--- config.mk ---
export PLATFORM = sky130hd
export DESIGN_NAME = pva_queue
export DESIGN_NICKNAME = d
export VERILOG_FILES = /design/src/rtl/pva_pkg.sv /design/src/rtl/pva_queue.sv
export SDC_FILE = /design/constraint.sdc
export NUM_CORES = 1
export LEC_CHECK = 0
export BUFFER_PORTS_ARGS = -buffer_cell sky130_fd_sc_hd__buf_2
export CAP_MARGIN = 20
export CORE_MARGIN = 2
export CORE_UTILIZATION = 35
export CTS_CLUSTER_SIZE = 30
export DETAILED_ROUTE_END_ITERATION = 12
export SYNTH_ARGS = -nofsm -noshare
export SYNTH_HDL_FRONTEND = slang
export SYNTH_SLANG_ARGS = --single-unit
--- constraint.sdc ---
create_clock -name clk -period 14.9 [get_ports clk]
set_input_delay 0.745 -clock clk [delete_from_list [all_inputs] [get_ports clk]]
set_output_delay 0.745 -clock clk [all_outputs]
set_load 0.01 [all_outputs]
--- src/rtl/pva_pkg.sv ---
package pva_pkg;

  // Width of the signed cross product accumulators
  localparam int unsigned ACC_W = 40;
  // Width of the vertex count on the result channel
  localparam int unsigned VCNT_W = 9;
  // Width of the double area result
  localparam int unsigned AREA_W = 32;
  // Width of the sum of squares and of the root datapath
  localparam int unsigned SQ_W = 64;

  // Finished polygon handed from the front part to the back part
  typedef struct packed {
    logic signed [ACC_W-1:0] sx;
    logic signed [ACC_W-1:0] sy;
    logic signed [ACC_W-1:0] sz;
    logic                    sat;
    logic                    short_poly;
    logic [VCNT_W-1:0]       vcount;
  } pva_entry_t;

  // Queue status seen by both sides
  typedef struct packed {
    logic full;
    logic empty;
  } pva_qstat_t;

endpackage

--- src/rtl/pva_queue.sv ---
module pva_queue (
  input  logic                clk,
  input  logic                rst_n,
  input  logic                push,
  input  pva_pkg::pva_entry_t wr_entry,
  input  logic                pop,
  output pva_pkg::pva_entry_t rd_entry,
  output pva_pkg::pva_qstat_t stat
);

  pva_pkg::pva_entry_t slot_r [2];
  logic                wptr_r, wptr_nxt;
  logic                rptr_r, rptr_nxt;
  logic [1:0]          cnt_r, cnt_nxt;
  logic                do_push, do_pop;

  assign stat.full  = (cnt_r == 2'd2);
  assign stat.empty = (cnt_r == 2'd0);
  assign do_push    = push && !stat.full;
  assign do_pop     = pop && !stat.empty;
  assign rd_entry   = slot_r[rptr_r];

  // Advance pointers and occupancy
  always_comb begin
    wptr_nxt = do_push ? ~wptr_r : wptr_r;
    rptr_nxt = do_pop ? ~rptr_r : rptr_r;
    cnt_nxt  = cnt_r;
    if (do_push && !do_pop) begin
      cnt_nxt = cnt_r + 2'd1;
    end else if (do_pop && !do_push) begin
      cnt_nxt = cnt_r - 2'd1;
    end
  end

  always_ff @(posedge clk) begin
    if (!rst_n) begin
      wptr_r <= 1'b0;
      rptr_r <= 1'b0;
      cnt_r  <= 2'd0;
    end else begin
      wptr_r <= wptr_nxt;
      rptr_r <= rptr_nxt;
      cnt_r  <= cnt_nxt;
    end
  end

  always_ff @(posedge clk) begin
    if (do_push) begin
      slot_r[wptr_r] <= wr_entry;
    end
  end

`ifndef SYNTHESIS
  a_occupancy: assert property (@(posedge clk) disable iff (!rst_n)
    cnt_r != 2'd3)
    else $error("queue occupancy out of range");
`endif

endmodule

==> impl_results.md <==
- Vias per cell: 4.348
- Post-synth ARST share: 0%
- TritonCTS Buffers: 28
- Top Layer Used: met5
- R2R Path Start: cnt_r[0]
- Status: completed
- R2R depth: 3
- Gate Count Post-Synth: 433
- Logic pwr share: 24.2%
- Crit path depth: 3
- PD cells: 173.0 nW/um^2
- Largest net degree at the start of global routing: 71
- Max cap viols: 0
- Post-DRT Antenna Nets: 0
- Vias in the first global route: 5059
- Count leader, synth: edfxtp_1
- Final Hold Vio Count: 0
- Clk_lat worst skew: ~0.54 ns
- Switching share of total power: 26.47%
- Area leader, netlist: edfxtp_1
- Worst min-delay path class: in -> reg
- Root buffer cell: clkbuf_16
- RSZ-0062 raised after global routing: false
- Syn_area_per_cell: around 23 um^2
- DIE AREA: about 30000 um^2
- Worst Clk Skew: 0.01627 ns
- Via count: 4905
- Setup crit start kind: flip-flop
- Critical path cell sequence: buf_4, mux2_2, buf_2
- Clock share of power: 30.5%
- Placed cell area: between 10000 and 15000 um^2
- Core area: 28470 um^2
- Area Overhead vs Synth: 26.21%
- Syn nets: 569
- Seq/Total Area, Yosys: 79.18%
- Commonest cells post-synth: edfxtp_1, mux2_4, mux2_2
- Gpl congestion: around 0.71
- Crit path capture: rd_entry[121]
- Grt ovf: 0
- Hold_buf cts: 0
- Clock sink total: 267
- Buf/Inv on CP: 2
- Wirelength per Cell: 16.73 um
- Post-CTS Setup Bufs: 0
- Routed wl met2: 8784 um
- Dpl ws: about 12 ns
- Fill count: 2554
- Ports: between 200 and 300
- Ys Warns: 0
- Clk buf depth: 3
- CP max-delay cell: dfxtp_4
- Crit path max-delay family: flip-flops
- Finished Cell Area: about 13000 um^2
- Initial Util: 35.34%
- Die W: 173.6 um
- H-tree depth: 1
- Power Internal: 1.615 mW
- Synth area leaders: edfxtp_1, mux2_4, mux2_2
- Fmax: 282.2 MHz
- Final setup margin: 11.36 ns
- Layout cells sized above 1: about three fifths
- Share of the synthesized area in the top cell type: between 70% and 80%
- Worst EP arrival: 2.80 ns
- # DRC: 0
- Wl on met1: approximately 7900 um
- Synthesized flop and latch total: 267
- CP Max Fanout: 60
- Fin crit share: 23.78%
- Final setup TNS: 0 ns
- Least-Margin Pin Slew: roughly 1.0 ns
- Hpwl dp: 12200 um
- Tmin final: 3.544 ns
- Global-route wire length before repair: 28090 um
- Post-CTS Resized: 0
- IO Port Bufs: 267
- Core Util, Final: 44.61%
- Sequential share of power: ~45%
- Initial antenna violation count: 4
- Drt total wl: 18870 um
- CP peak stage delay: between 0.9 and 1 ns
- Slew headroom: between 30% and 40%
- Worst-path clk slew: roughly 0.060 ns
- WS Path Type: reg -> out
- EDFF count, synth: 262
- Critical path capture point type: output pin
- Final Max Tran Viols: 0
- Die Y: 173.6 um
- GRT Overall Usage: a little under an eighth
- Lkg Pwr: 4.874 nW
- Distinct cells, synth: 22
- Mapped Area: between 10000 and 15000 um^2
- Critical path required time: 14.16 ns
- Row cnt: 62
- Clock tree from TritonCTS: built
- Ys flop type: edfxtp_1
- Met3 wire length: 1634 um
- Max VDD drop: about 0.00011 V
- Drt pass-1 iters: 4
- Setup violators final: 0
- Reg2reg end: slot_r[1][72]
- Switch Pwr: 0.5815 mW
- DRT iter0 DRCs: roughly 200
- R2R setup slack: 12.20 ns
- Nets: around 860
worst register-to-register path: cells and delay by family (launching register included):
kind,cells,cell delay (ns)
simple gates,2,1.04
buf+inv,1,0.80
flops,1,0.42
stage by stage:
stage / cells / total power [mW] / hold WS, ns
after global placement: 1075 / 1.551 / 0.5091
after global routing: 1127 / 2.302 / 0.3515
after detailed placement: 1075 / 1.555 / 0.5275
after floorplan: 433 / 1.384 / 0.4833
final: 1128 / 2.197 / 0.3902
after CTS: 1126 / 2.237 / 0.3460
cell families (layout without fill, tap and decap cells):
family,after synthesis,after routing,share of synthesized area (%)
buffers and inverters,17,326,1.542
adders and majority gates,1,1,0.1243
other,0,2,0
AOI/OAI and AO/OA,5,5,0.3233
DFF,267,267,79.18
muxes,131,131,18.02
and+or+nand+nor,9,9,0.5473
xor gates and xnor gates,3,3,0.2612
cell type report:
type / instances / area, um^2 / share of cell area, %
flip-flops and latches: 267 / 7971 / 62.77
multi-input cells: 149 / 1951 / 15.36
repair buffers: 273 / 1381 / 10.88
clock buffers: 30 / 708.2 / 5.576
well taps: 384 / 480.5 / 3.783
clock inverters: 21 / 195.2 / 1.537
inverters: 2 / 7.507 / 0.05911
diodes: 2 / 5.005 / 0.03941
placed cells by master (no fill, tap or decap):
cell type / Yosys / layout
nor2_1: 2 / 2
buf_2: 4 / 267
buf_4: 0 / 6
and2_1: 3 / 3
xor2_1: 1 / 1
inv_6: 0 / 1
clkinv_2: 0 / 9
dfxtp_4: 0 / 1
edfxtp_1: 262 / 262
a21boi_1: 1 / 1
clkinv_4: 0 / 1
a21boi_0: 1 / 1
clkbuf_16: 0 / 28
xnor2_1: 2 / 2
nor3_4: 0 / 1
o21ai_1: 1 / 1
mux2_2: 41 / 41
clkinvlp_4: 0 / 1
bufinv_16: 0 / 3
o21a_1: 1 / 1
clkinv_1: 0 / 5
and3_4: 0 / 1
clkbuf_1: 0 / 2
or3_1: 1 / 1
diode_2: 0 / 2
ha_1: 1 / 1
nand2b_1: 1 / 1
o21ai_0: 1 / 1
dfxtp_1: 5 / 4
clkinv_8: 0 / 1
mux2_4: 90 / 90
inv_1: 2 / 2
power by group through the flow:
stage | sequential, mW | clock, mW | combinational [mW]
2_1_floorplan | 0.994 | 0 | 0.390
3_3_place_gp | 1.01 | 0 | 0.542
3_5_place_dp | 1.01 | 0 | 0.542
4_1_cts | 0.998 | 0.696 | 0.543
5_1_grt | 1.01 | 0.724 | 0.571
6_report | 0.995 | 0.670 | 0.531
per-layer routing:
metal | GRT usage (%) | up-vias
li1 | - | 2295
met3 | 4.145 | 45
met2 | 19.85 | 198
met1 | 14.79 | 2365
met4 | 3.814 | 2
met5 | 0 | -
how the worst min path moves through the flow:
stage	depth (start not counted)	slack, ns	startpoint	end
finish	1	0.39	wr_entry[113]	slot_r[1][113]
global route	1	0.35	wr_entry[85]	slot_r[1][85]
CTS	1	0.35	wr_entry[106]	slot_r[1][106]
detailed placement	2	0.53	cnt_r[1]	cnt_r[1]
global placement	2	0.51	cnt_r[1]	cnt_r[1]
floorplan	2	0.48	cnt_r[1]	cnt_r[1]
state kept, by name, indices dropped and copies added, names as in the netlist, named ones only:
register	cells
wptr_r	1
slot_r	262
rptr_r	1
cnt_r	2
Note: power is estimated with default switching activity, not from simulation.
