File: config.mk
export PLATFORM = sky130hd
export DESIGN_NAME = pva_back
export DESIGN_NICKNAME = d
export VERILOG_FILES = /design/src/rtl/pva_pkg.sv /design/src/rtl/pva_back.sv
export SDC_FILE = /design/constraint.sdc
export NUM_CORES = 2
export LEC_CHECK = 0
export BUFFER_PORTS_ARGS = -buffer_cell sky130_fd_sc_hd__clkbuf_2
export CAP_MARGIN = 20
export CORE_MARGIN = 1
export CORE_UTILIZATION = 55
export DETAILED_ROUTE_END_ITERATION = 12
export PLACE_DENSITY = 0.75
export SLEW_MARGIN = 10
export SYNTH_ARGS = -nofsm -noshare
export SYNTH_HDL_FRONTEND = slang
export SYNTH_SLANG_ARGS = --single-unit
File: constraint.sdc
create_clock -name clk -period 9.65 [get_ports clk]
set_input_delay 1.93 -clock clk [delete_from_list [all_inputs] [get_ports clk]]
set_output_delay 1.93 -clock clk [all_outputs]
set_load 0.005 [all_outputs]
File: src/rtl/pva_pkg.sv
package pva_pkg;

  // Width of the signed cross product accumulators
  localparam int unsigned ACC_W = 40;
  // Width of the vertex count on the result channel
  localparam int unsigned VCNT_W = 9;
  // Width of the double area result
  localparam int unsigned AREA_W = 32;
  // Width of the sum of squares and of the root datapath
  localparam int unsigned SQ_W = 64;

  // Finished polygon handed from the front part to the back part
  typedef struct packed {
    logic signed [ACC_W-1:0] sx;
    logic signed [ACC_W-1:0] sy;
    logic signed [ACC_W-1:0] sz;
    logic                    sat;
    logic                    short_poly;
    logic [VCNT_W-1:0]       vcount;
  } pva_entry_t;

  // Queue status seen by both sides
  typedef struct packed {
    logic full;
    logic empty;
  } pva_qstat_t;

endpackage

File: src/rtl/pva_back.sv
module pva_back (
  input  logic                               clk,
  input  logic                               rst_n,
  output logic                               q_pop,
  input  pva_pkg::pva_entry_t                q_entry,
  input  pva_pkg::pva_qstat_t                q_stat,
  output logic                               out_valid,
  input  logic                               out_stall,
  output logic [pva_pkg::AREA_W-1:0]         out_double_area,
  output logic                               out_saturated,
  output logic [pva_pkg::VCNT_W-1:0]         out_vertex_count
);

  localparam int unsigned AW = pva_pkg::ACC_W;
  localparam int unsigned QW = pva_pkg::SQ_W;
  localparam int unsigned RW = pva_pkg::AREA_W;

  typedef enum logic [4:0] {
    B_IDLE = 5'b00001,
    B_MUL  = 5'b00010,
    B_ACC  = 5'b00100,
    B_ROOT = 5'b01000,
    B_OUT  = 5'b10000
  } bstate_t;

  bstate_t state_r, state_nxt;

  logic signed [AW-1:0]        comp_r [3];
  logic [1:0]                  k_r, k_nxt;
  logic [QW-1:0]               prod_r, prod_nxt;
  logic [QW-1:0]               sq_r, sq_nxt;
  logic                        sq_sat_r, sq_sat_nxt;
  logic                        sat_r;
  logic                        short_r;
  logic [pva_pkg::VCNT_W-1:0]  vcount_r;
  logic [QW-1:0]               rem_r, rem_nxt;
  logic [QW-1:0]               root_r, root_nxt;
  logic [QW-1:0]               bit_r, bit_nxt;
  logic                        out_valid_r, out_valid_nxt;
  logic [RW-1:0]               area_r;
  logic                        osat_r;
  logic [pva_pkg::VCNT_W-1:0]  ocount_r;

  logic [AW-1:0]               mag;
  logic [QW:0]                 sum65;
  logic                        sat_now;
  logic [QW-1:0]               trial;
  logic                        out_load;

  assign q_pop    = (state_r == B_IDLE) && !q_stat.empty;
  assign out_load = (state_r == B_OUT) && (!out_valid_r || !out_stall);

  assign mag   = comp_r[k_r][AW-1] ? AW'(-comp_r[k_r]) : comp_r[k_r];
  assign sum65 = {1'b0, sq_r} + {1'b0, prod_r};
  assign sat_now = sq_sat_r || sum65[QW];
  assign trial = root_r + bit_r;

  // Sequence squares, sum and root for one polygon
  always_comb begin
    state_nxt  = state_r;
    k_nxt      = k_r;
    prod_nxt   = prod_r;
    sq_nxt     = sq_r;
    sq_sat_nxt = sq_sat_r;
    rem_nxt    = rem_r;
    root_nxt   = root_r;
    bit_nxt    = bit_r;
    unique case (state_r)
      B_IDLE: begin
        if (q_pop) begin
          k_nxt      = 2'd0;
          sq_nxt     = '0;
          sq_sat_nxt = 1'b0;
          root_nxt   = '0;
          state_nxt  = q_entry.short_poly ? B_OUT : B_MUL;
        end
      end
      B_MUL: begin
        if (mag[AW-1:RW] != '0) begin
          sq_sat_nxt = 1'b1;
          prod_nxt   = '0;
        end else begin
          prod_nxt = mag[RW-1:0] * mag[RW-1:0];
        end
        state_nxt = B_ACC;
      end
      B_ACC: begin
        if (sum65[QW]) begin
          sq_sat_nxt = 1'b1;
        end else begin
          sq_nxt = sum65[QW-1:0];
        end
        if (k_r == 2'd2) begin
          rem_nxt   = sat_now ? '1 : sum65[QW-1:0];
          root_nxt  = '0;
          bit_nxt   = QW'(1) << (QW - 2);
          state_nxt = B_ROOT;
        end else begin
          k_nxt     = k_r + 2'd1;
          state_nxt = B_MUL;
        end
      end
      B_ROOT: begin
        // One result bit per cycle
        if (rem_r >= trial) begin
          rem_nxt  = rem_r - trial;
          root_nxt = (root_r >> 1) + bit_r;
        end else begin
          root_nxt = root_r >> 1;
        end
        bit_nxt = bit_r >> 2;
        if (bit_r == QW'(1)) begin
          state_nxt = B_OUT;
        end
      end
      B_OUT: begin
        if (out_load) begin
          state_nxt = B_IDLE;
        end
      end
      default: state_nxt = B_IDLE;
    endcase
  end

  // Hold the result until taken
  always_comb begin
    out_valid_nxt = out_valid_r;
    if (out_load) begin
      out_valid_nxt = 1'b1;
    end else if (out_valid_r && !out_stall) begin
      out_valid_nxt = 1'b0;
    end
  end

  always_ff @(posedge clk) begin
    if (!rst_n) begin
      state_r     <= B_IDLE;
      out_valid_r <= 1'b0;
      k_r         <= 2'd0;
      sq_sat_r    <= 1'b0;
    end else begin
      state_r     <= state_nxt;
      out_valid_r <= out_valid_nxt;
      k_r         <= k_nxt;
      sq_sat_r    <= sq_sat_nxt;
    end
  end

  always_ff @(posedge clk) begin
    prod_r <= prod_nxt;
    sq_r   <= sq_nxt;
    rem_r  <= rem_nxt;
    root_r <= root_nxt;
    bit_r  <= bit_nxt;
    if (q_pop) begin
      comp_r[0] <= q_entry.sx;
      comp_r[1] <= q_entry.sy;
      comp_r[2] <= q_entry.sz;
      sat_r     <= q_entry.sat;
      short_r   <= q_entry.short_poly;
      vcount_r  <= q_entry.vcount;
    end
    if (out_load) begin
      area_r   <= short_r ? '0 : root_r[RW-1:0];
      osat_r   <= sat_r || sq_sat_r;
      ocount_r <= vcount_r;
    end
  end

  assign out_valid        = out_valid_r;
  assign out_double_area  = area_r;
  assign out_saturated    = osat_r;
  assign out_vertex_count = ocount_r;

`ifndef SYNTHESIS
  a_pop_nonempty: assert property (@(posedge clk) disable iff (!rst_n)
    q_pop |-> !q_stat.empty)
    else $error("back popped an empty queue");

  a_result_source: assert property (@(posedge clk) disable iff (!rst_n)
    $rose(out_valid_r) |-> $past(state_r == B_OUT))
    else $error("result raised outside the output step");

  a_root_bit: assert property (@(posedge clk) disable iff (!rst_n)
    (state_r == B_ROOT) |-> $onehot(bit_r))
    else $error("root trial bit lost");
`endif

endmodule

==> flow_summary_export.csv <==
group,metric,value,unit
run_status,status,"completed",
sta,layout_min_cycle_time,9480,ps
floorplan,dieWidth,327,um
clock_tree,numCtsBuffers,53,
layout,drive_above_1_share,13.4,%
clock_tree,htreeDepth,2,
yosys,synth_edf_count,460,
critical_path,cp_data_required_time,10050,ps
critical_path,crit_fanout,11,
yosys,synthFlopType,"edfxtp_1",
layout,final_cell_mix,"inv_1 (1024), fa_1 (789), nor2_1 (613)",
floorplan,initial_core_util,55.4,%
placement,dp_hpwl,123,mm
critical_path,ff2ff_setup_slack,170,ps
layout,nFillCells,8594,
detailed_routing,drtIter0Drc,3828,
layout,area_delta_synth_final,12.7,%
critical_path,criticalPathCategory,"reg -> reg",
sta,setup-violations-final,0,
sta,fmaxAchievable,0.105,GHz
grt,track_usage,28.6,%
layout,multi_input_area,40100,um^2
detailed_routing,num_vias,44900,
grt,grt_max_degree,78,
critical_path,cp_slowest_cell,"fa_1",
critical_path,arrival,9880,ps
sta,slew_viol_final,0,
sta,finalCritPeriodShare,98.3,%
clock_tree,cts-root-buf,"clkbuf_16",
sta,slew_headroom,28.6,%
floorplan,dieArea,107000,um^2
sta,worst_slew_pin_slew,1060,ps
critical_path,cp-start-kind,"register",
detailed_routing,drt-total-wl,152,mm
hold_path,hold_class,"reg -> reg",
yosys,ys_seq_area_share,24.1,%
detailed_routing,final_antenna_net_count,0,
layout,num_antenna_cells,0,
clock_tree,clk_pin_slew_worst_paths,70,ps
clock_tree,clock_path_buffers,3,
sta,setup_tns,0,ps
yosys,synth.top_cell.area_share,27.4,%
sta,final_hold_viol_count,0,
floorplan,row_count,119,
floorplan,core,105000,um^2
floorplan,io_pins,180,
sta,grt_setup_unrepaired,"yes",
yosys,synthTopCellsByArea,"fa_1 (27%), edfxtp_1 (24%), ha_1 (10%)",
yosys,yosysUniqueCellTypes,84,
yosys,yosysWarnings,0,
yosys,synth_cells,6039,
yosys,yosysTopAreaCell,"fa_1",
detailed_routing,wl_per_cell,19.2,um
clock_tree,clk_latency,650,ps
yosys,synthArstFlopShare,0,%
layout,finalNetCount,7880,
placement,gp_congestion,0.981,
clock_tree,cts_tree,"done",
grt,grt_pass1_wl,244,mm
grt,grt_pass1_vias,46700,
critical_path,cpPeakStageDelay,540,ps
yosys,ys_ff_latch,471,
yosys,netlist_area,58200,um^2
flow_run,max-cap-violations,0,
placement,portBuffers,178,
sta,finClkSkew,59.9,ps
critical_path,end_kind,"register",
floorplan,die_height,327,um
detailed_routing,vias_per_cell,5.68,
layout,regArea,14000,um^2
layout,final_common_cell,"inv_1",
clock_tree,cts_sinks,471,
grt,antenna_found_initial,2,
yosys,avgSynthCellArea,9.64,um^2
detailed_routing,drc,0,
detailed_routing,drt_pass1_iterations,8,
grt,grt.overflow.total,0,
==> worst max-delay path: cells and delay by family, from the launching register on <==
| kind | cells | cell delay (ps) |
|---|---|---|
| multiplexers | 1 | 200 |
| AND/OR/NAND/NOR | 6 | 590 |
| buffers and inverters | 12 | 1940 |
| XOR/XNOR | 2 | 620 |
| flip-flops | 1 | 350 |
| adder cells (fa/ha/maj) | 9 | 4180 |
| AO/OA/AOI/OAI | 5 | 1300 |
==> path summary, 6_finish.rpt <==
kind | from | endpoint | cells after the start
worst max-delay path | register | prod_r[60] | 35
worst min-delay path | vcount_r[8] | out_vertex_count[8] | 0
worst max register to register | register | prod_r[60] | 35
worst min register to register | vcount_r[8] | out_vertex_count[8] | 0
==> flip-flops by register name, indices dropped and copies added (netlist names), named ones only <==
register,count
bit_r,32
comp_r,120
k_r,2
out_double_area,32
out_saturated,1
out_valid,1
out_vertex_count,9
prod_r,63
rem_r,64
root_r,64
sat_r,1
short_r,1
sq_r,64
sq_sat_r,1
state_r,5
vcount_r,9
==> per-layer routing <==
metal  up-vias  global-route usage [%]  wire length [um]
met3       428                    5.63             12500
met5         -                       0                13
met2      1867                    47.7             71300
met4         2                    11.4              7060
li1      20800                       -                 -
met1     21800                    36.7             61200
==> area by class of cell <==
type	count	area share [%]
Clock buffer	60	2.08
Sequential cell	471	21.4
Tap cell	1391	2.65
Clock inverter	38	0.675
Multi-Input combinational cell	4316	61.0
Inverter	1039	5.95
Timing Repair Buffer	592	6.26
==> Yosys cell counts, types with 32 or more instances <==
master and count:
a211oi_1 48, a21o_1 125, a21oi_1 266, a22oi_1 32, a31oi_1 121, and2_1 58, and3_1 33, clkbuf_1 193
edfxtp_1 460, fa_1 796, ha_1 475, inv_1 1030, mux2i_1 37, nand2_1 505, nand3_1 72, nand4_1 68
nor2_1 633, nor2b_1 66, nor3_1 37, o21ai_0 198, o21bai_1 43, xnor2_1 183, xor2_1 179
==> stage by stage <==
stage,instances,hold slack (ps),worst slack [ps],util [%],area [um^2]
3_3_place_gp,7797,401,-60.1,60.2,63300
2_1_floorplan,6040,400,1.69,-,58300
4_1_cts,7900,417,25.8,62.0,65200
6_report,7907,414,168,62.5,65600
3_5_place_dp,7797,405,-237,60.2,63300
5_1_grt,7907,424,-153,62.5,65600
==> cells by family (layout without fill, tap and decap cells) <==
group / Yosys count / in the layout / synth area share (%)
adders and majority gates: 1271 / 1271 / 37.6
other: 1 / 2 / 0.00644
and+or+nand+nor: 1579 / 1579 / 12.0
muxes: 77 / 77 / 1.43
xor gates and xnor gates: 362 / 362 / 5.44
AOI/OAI and AO/OA: 1025 / 1025 / 11.2
buffers and inverters: 1253 / 1729 / 8.16
DFF: 471 / 471 / 24.1
==> repair_timing <==
action / in CTS / in global routing
hold buffers: 0 / 0
pin swaps: 6 / 27
resized for setup: 13 / 112
endpoints found under the setup margin: 21 / 27
buffers inserted: 5 / 6
Power is left out: the tool's default activity adds up to more than one toggle a clock period on the data nets, which glitch-free logic cannot reach.
