$ cat src/rtl/pva_pkg.sv
package pva_pkg;

  // Width of the signed cross product accumulators
  localparam int unsigned ACC_W = 40;
  // Width of the vertex count on the result channel
  localparam int unsigned VCNT_W = 9;
  // Width of the double area result
  localparam int unsigned AREA_W = 32;
  // Width of the sum of squares and of the root datapath
  localparam int unsigned SQ_W = 64;

  // Finished polygon handed from the front part to the back part
  typedef struct packed {
    logic signed [ACC_W-1:0] sx;
    logic signed [ACC_W-1:0] sy;
    logic signed [ACC_W-1:0] sz;
    logic                    sat;
    logic                    short_poly;
    logic [VCNT_W-1:0]       vcount;
  } pva_entry_t;

  // Queue status seen by both sides
  typedef struct packed {
    logic full;
    logic empty;
  } pva_qstat_t;

endpackage

$ cat src/rtl/pva_front.sv
module pva_front #(
  parameter int unsigned COORD_BITS   = 12,
  parameter int unsigned MAX_VERTICES = 256
) (
  input  logic                          clk,
  input  logic                          rst_n,
  input  logic                          in_valid,
  output logic                          in_stall,
  input  logic signed [COORD_BITS-1:0]  in_px,
  input  logic signed [COORD_BITS-1:0]  in_py,
  input  logic signed [COORD_BITS-1:0]  in_pz,
  input  logic                          in_last,
  output logic                          q_push,
  output pva_pkg::pva_entry_t           q_entry,
  input  pva_pkg::pva_qstat_t           q_stat
);

  localparam int unsigned EW    = COORD_BITS + 1;
  localparam int unsigned PW    = 2 * EW;
  localparam int unsigned CW    = PW + 1;
  localparam int unsigned SW    = pva_pkg::ACC_W + 1;
  localparam int unsigned CNT_W = $clog2(MAX_VERTICES + 1);

  typedef enum logic [1:0] {
    F_IDLE = 2'b01,
    F_ACC  = 2'b10
  } fstate_t;

  fstate_t state_r, state_nxt;

  logic signed [COORD_BITS-1:0]     origin_r [3];
  logic signed [COORD_BITS-1:0]     origin_nxt [3];
  logic signed [EW-1:0]             prev_r [3];
  logic signed [EW-1:0]             prev_nxt [3];
  logic signed [EW-1:0]             edge_r [3];
  logic signed [EW-1:0]             edge_nxt [3];
  logic signed [PW-1:0]             prod_r [6];
  logic signed [PW-1:0]             prod_nxt [6];
  logic signed [pva_pkg::ACC_W-1:0] sum_r [3];
  logic signed [pva_pkg::ACC_W-1:0] sum_nxt [3];
  logic signed [pva_pkg::ACC_W-1:0] sum_upd [3];
  logic [CNT_W-1:0]                 cnt_r, cnt_nxt, cnt_inc;
  logic                             sat_r, sat_nxt, sat_upd;
  logic                             last_r, last_nxt;

  logic signed [COORD_BITS-1:0]     pt [3];
  logic signed [CW-1:0]             cross_v [3];
  logic signed [SW-1:0]             wide [3];
  logic                             accept;
  logic                             commit;

  assign pt[0] = in_px;
  assign pt[1] = in_py;
  assign pt[2] = in_pz;

  assign in_stall = (state_r != F_IDLE);
  assign accept   = in_valid && !in_stall;
  // Hold the update while the last vertex waits for queue room
  assign commit   = (state_r == F_ACC) && (!last_r || !q_stat.full);
  assign q_push   = commit && last_r;

  // Accumulate the registered cross product with clamping
  always_comb begin
    sat_upd = sat_r;
    for (int i = 0; i < 3; i++) begin
      cross_v[i] = $signed({prod_r[2*i][PW-1], prod_r[2*i]})
                 - $signed({prod_r[2*i+1][PW-1], prod_r[2*i+1]});
      wide[i]  = $signed({sum_r[i][pva_pkg::ACC_W-1], sum_r[i]})
               + $signed({{(SW-CW){cross_v[i][CW-1]}}, cross_v[i]});
      if (wide[i][SW-1] != wide[i][SW-2]) begin
        sat_upd    = 1'b1;
        sum_upd[i] = wide[i][SW-1] ? {1'b1, {(pva_pkg::ACC_W-1){1'b0}}}
                                   : {1'b0, {(pva_pkg::ACC_W-1){1'b1}}};
      end else begin
        sum_upd[i] = wide[i][pva_pkg::ACC_W-1:0];
      end
    end
    cnt_inc = (cnt_r < CNT_W'(MAX_VERTICES)) ? cnt_r + CNT_W'(1) : cnt_r;
  end

  // Pack the finished polygon for the back part
  always_comb begin
    q_entry.sx         = sum_upd[0];
    q_entry.sy         = sum_upd[1];
    q_entry.sz         = sum_upd[2];
    q_entry.sat        = sat_upd;
    q_entry.short_poly = (cnt_inc < CNT_W'(3));
    q_entry.vcount     = pva_pkg::VCNT_W'(cnt_inc);
  end

  // Next state: edge and products on accept, sums on commit
  always_comb begin
    state_nxt = state_r;
    origin_nxt = origin_r;
    prev_nxt   = prev_r;
    edge_nxt   = edge_r;
    prod_nxt   = prod_r;
    sum_nxt    = sum_r;
    cnt_nxt    = cnt_r;
    sat_nxt    = sat_r;
    last_nxt   = last_r;
    unique case (state_r)
      F_IDLE: begin
        if (accept) begin
          for (int i = 0; i < 3; i++) begin
            if (cnt_r == '0) begin
              origin_nxt[i] = pt[i];
              edge_nxt[i]   = '0;
            end else begin
              edge_nxt[i] = $signed({pt[i][COORD_BITS-1], pt[i]})
                          - $signed({origin_r[i][COORD_BITS-1], origin_r[i]});
            end
          end
          prod_nxt[0] = prev_r[1] * edge_nxt[2];
          prod_nxt[1] = prev_r[2] * edge_nxt[1];
          prod_nxt[2] = prev_r[2] * edge_nxt[0];
          prod_nxt[3] = prev_r[0] * edge_nxt[2];
          prod_nxt[4] = prev_r[0] * edge_nxt[1];
          prod_nxt[5] = prev_r[1] * edge_nxt[0];
          last_nxt    = in_last;
          state_nxt   = F_ACC;
        end
      end
      F_ACC: begin
        if (commit) begin
          state_nxt = F_IDLE;
          if (last_r) begin
            // Drop the polygon state after handing it off
            for (int i = 0; i < 3; i++) begin
              origin_nxt[i] = '0;
              prev_nxt[i]   = '0;
              sum_nxt[i]    = '0;
            end
            cnt_nxt = '0;
            sat_nxt = 1'b0;
          end else begin
            prev_nxt = edge_r;
            sum_nxt  = sum_upd;
            cnt_nxt  = cnt_inc;
            sat_nxt  = sat_upd;
          end
        end
      end
      default: state_nxt = F_IDLE;
    endcase
  end

  always_ff @(posedge clk) begin
    if (!rst_n) begin
      state_r <= F_IDLE;
      for (int i = 0; i < 3; i++) begin
        origin_r[i] <= '0;
        prev_r[i]   <= '0;
        sum_r[i]    <= '0;
      end
      cnt_r  <= '0;
      sat_r  <= 1'b0;
      last_r <= 1'b0;
    end else begin
      state_r  <= state_nxt;
      origin_r <= origin_nxt;
      prev_r   <= prev_nxt;
      sum_r    <= sum_nxt;
      cnt_r    <= cnt_nxt;
      sat_r    <= sat_nxt;
      last_r   <= last_nxt;
    end
  end

  always_ff @(posedge clk) begin
    edge_r <= edge_nxt;
    prod_r <= prod_nxt;
  end

`ifndef SYNTHESIS
  a_push_room: assert property (@(posedge clk) disable iff (!rst_n)
    q_push |-> !q_stat.full)
    else $error("front pushed into a full queue");

  a_commit_clears: assert property (@(posedge clk) disable iff (!rst_n)
    q_push |=> (cnt_r == '0) && !sat_r)
    else $error("polygon state not cleared after last vertex");
`endif

endmodule

$ cat config.mk
export PLATFORM = sky130hd
export DESIGN_NAME = pva_front
export DESIGN_NICKNAME = d
export VERILOG_FILES = /design/src/rtl/pva_pkg.sv /design/src/rtl/pva_front.sv
export SDC_FILE = /design/constraint.sdc
export NUM_CORES = 2
export LEC_CHECK = 0
export BUFFER_PORTS_ARGS = -buffer_cell sky130_fd_sc_hd__clkbuf_2
export CAP_MARGIN = 0
export CORE_MARGIN = 3
export CORE_UTILIZATION = 56
export CTS_CLUSTER_DIAMETER = 200
export DETAILED_ROUTE_END_ITERATION = 16
export PLACE_DENSITY = 0.73
export RECOVER_POWER = 25
export SLEW_MARGIN = 20
export SYNTH_ARGS = -nofsm -noshare
export SYNTH_HDL_FRONTEND = slang
export SYNTH_SLANG_ARGS = --single-unit
$ cat constraint.sdc
create_clock -name clk -period 12.1 [get_ports clk]
set_input_delay 2.42 -clock clk [delete_from_list [all_inputs] [get_ports clk]]
set_output_delay 2.42 -clock clk [all_outputs]
set_load 0.005 [all_outputs]
==> flow_summary.toml <==
[finish]
drive_gt1_share_pct = 6.51
fin_nets = 8750
nFillCells = 9588
area_growth_syn_to_layout_pct = 6.89
fin_util_pct = 60.5
final-seq-area_mm2 = 0.0100
multi_input_area_mm2 = 0.0474

[floorplanning]
coreArea_mm2 = 0.113
dieHeight_um = 344
die-area_mm2 = 0.118
pin_count = 175
initial_core_util_pct = 56.6
die_x_um = 344
rows = 123

[timing]
setup_slack_ns = 1.30
hold_viol_final = 0
finalSetupViolCount = 0
clock_skew_ns = 0.0373
timing.slew.headroom_pct = -173
timing.fmax_mhz = 92.6
rsz0062_at_grt = "false"
period_needed_ns = 10.80
worst_slew_pin_slew_ns = 4.10
fin_tns_setup_ns = 0
finalCritPeriodShare_pct = 89.3
slew_violations = 437

[clock_tree]
cts_resized = 0
cts_tree = "built"
post_cts.repair.setup_buffers = 0
cts_hold_buf = 0
clk_pin_slew_ns = 0.06
numCtsBuffers = 52
root_buffer = "clkbuf_16"
clock-sinks = 403
clk-insertion-delay-late_ns = 0.68
clockBufferDepth = 3
cts_max_level = 2

[outcome]
violations = "capacitance limit, slew limit"
outcome = "complete, but fails checks"

[global_routing]
grt-ovfl-total = 0
grt_max_degree = 80
grt_pass1_wl_um = 261000
track_usage_pct = 27.8
grt_pass1_vias = 49100
grt_antenna_before_repair = 5

[power_and_ir_drop]
design_power_total_w = 0.00516
cellInternalPower_w = 0.00319
seqPwrFrac_pct = 29.9
power_density_mw_per_mm2 = 75.5
ir_drop_mv = 0.109
power.switching_w = 0.00197
p_comb_share_pct = 38.0
p_clk_share_pct = 32.2
leakage_nw = 35.2
switching_share_pct = 38.1

[yosys]
synth.top_cells.by_area = "fa_1 (34%), ha_1 (11%), edfxtp_1 (9.2%)"
async_reset_ff_share_pct = 0
synth_cell_type_count = 92
synth_top_area_share_pct = 34.3
synth_nets = 8700
syn_inst = 7000
synth_most_common_cell = "inv_1"
synth.cell_area_mm2 = 0.0639
synth.avg_cell_area_um2 = 9.13
synth_common_cells = "inv_1 (1,491), fa_1 (1,095), nand2_1 (729), ha_1 (563), and2_1 (418)"
yosysTopAreaCell = "fa_1"
ys_seq_area_share_pct = 15.7
ys_ff_latch = 403
synth_ff_type = "dfxtp_1"
synth_edf_count = 195
yosys_warnings = 0

[detailed_routing]
via_per_inst = 5.54
vias = 47700
drt-total-wl_um = 159000
ant_nets = 0
post-route-drc-count = 0
dr.pass1.iters = 5
drt_iter0_drc = 3303
wl_per_cell_um = 18.5

[critical_path]
crit-reg2reg-launch = "cnt_r[0]"
critical_path_required_ns = 12.52
cp.arrival_ns = 11.22
crit_start = "in_py[0]"
startpoint_type = "primary input"
crit_type = "primary input to register"
cp-end-kind = "register"
cp_max_fo = 27
crit_top_cell = "fa_1"
slowest_stage = "clkbuf_1"
slowest_delay_ns = 1.60

[placement]
dp_slack_ns = 0.913
port_buffers = 173
place_hpwl_um = 123000
gp_congestion = 0.930

[flow_run]
max_cap_violations = 11

[worst_hold_path]
hold_class = "register to register"
hold_start = "sum_r[114]"
==> stage by stage <==
step	instances	hold WS, ns	area, um2
finish	8597	0.445	68300
global route	8593	0.471	68300
detailed placement	8496	0.441	66600
global placement	8496	0.435	66600
CTS	8593	0.449	68400
floorplan	7000	0.425	63900
==> final timing paths <==
check	endpoint	slack (ns)	depth (start not counted)
worst max register to register	prod_r[50]	2.41	24
worst min-delay path	sum_r[114]	0.45	2
worst min register to register	sum_r[114]	0.45	2
worst max-delay path	prod_r[50]	1.30	28
==> state kept, by name (all words and copies together) (netlist names) <==
signal	count
prod_r	156
prev_r	39
edge_r	39
sat_r	1
last_r	1
state_r	2
sum_r	120
cnt_r	9
origin_r	36
==> worst max-delay path: cells and delay by family <==
kind / cells / cell delay, ns
adders and majority gates: 9 / 3.80
AOI/OAI and AO/OA: 8 / 2.43
buffers and inverters: 7 / 1.93
and+or+nand+nor: 3 / 0.53
xor gates and xnor gates: 1 / 0.07
==> placed cells by master (no fill, tap or decap), types with 19 or more instances in the layout <==
cell type and n:
a31oi_1 19, ha_1 563, nor3_1 49, fa_1 1095, nor2_1 335, a21o_1 104, edfxtp_1 195, clkbuf_16 52
nand2b_1 50, xor2_1 76, nand4_1 21, o21ai_0 148, a21boi_0 56, clkbuf_2 170, a22o_1 37, buf_4 98
and3_1 38, nand2_1 728, maj3_1 40, dfxtp_1 207, nand3_1 94, nor3_2 20, a221o_1 21, inv_1 1490
nor2b_1 75, o21ai_1 47, o21a_1 43, a22oi_1 52, xnor2_1 207, and2_1 407, a21oi_1 235, o21bai_1 25
==> metal layers <==
layer / share of wire (%) / vias to the layer above / global-route usage [%] / routed length [um]
li1: - / 21900 / - / -
met1: 44 / 23900 / 39.9 / 69600
met2: 45 / 1649 / 43.2 / 71100
met3: 7.6 / 258 / 4.20 / 12000
met4: 3.7 / 0 / 9.68 / 5850
met5: 0 / - / 0 / 0
==> kinds of logic after synthesis <==
logic type	after synthesis	synth area share, %
adders and majority gates	1698	45.9
and+or+nand+nor	1916	14.3
AOI/OAI and AO/OA	911	9.45
muxes	8	0.139
DFF	403	15.7
buffers and inverters	1777	10.5
xor gates and xnor gates	287	3.97
==> power by group through the flow <==
stage	Clock (W)	Combinational [W]	Sequential (W)
global route	0.00174	0.00216	0.00155
finish	0.00166	0.00196	0.00154
floorplan	0	0.00125	0.00156
detailed placement	0	0.00193	0.00157
global placement	0	0.00191	0.00156
CTS	0.00169	0.00195	0.00154
==> area by class of cell <==
cell class / count / area share, %
inverter: 1491 / 8.19
tap: 1500 / 2.75
timing repair buffer: 282 / 2.40
clock buffer: 63 / 2.05
multi-input combinational: 4820 / 69.3
clock inverter: 34 / 0.586
antenna: 4 / 0.0146
sequential: 403 / 14.7
No activity file was read; power rests on OpenSTA's default activity.
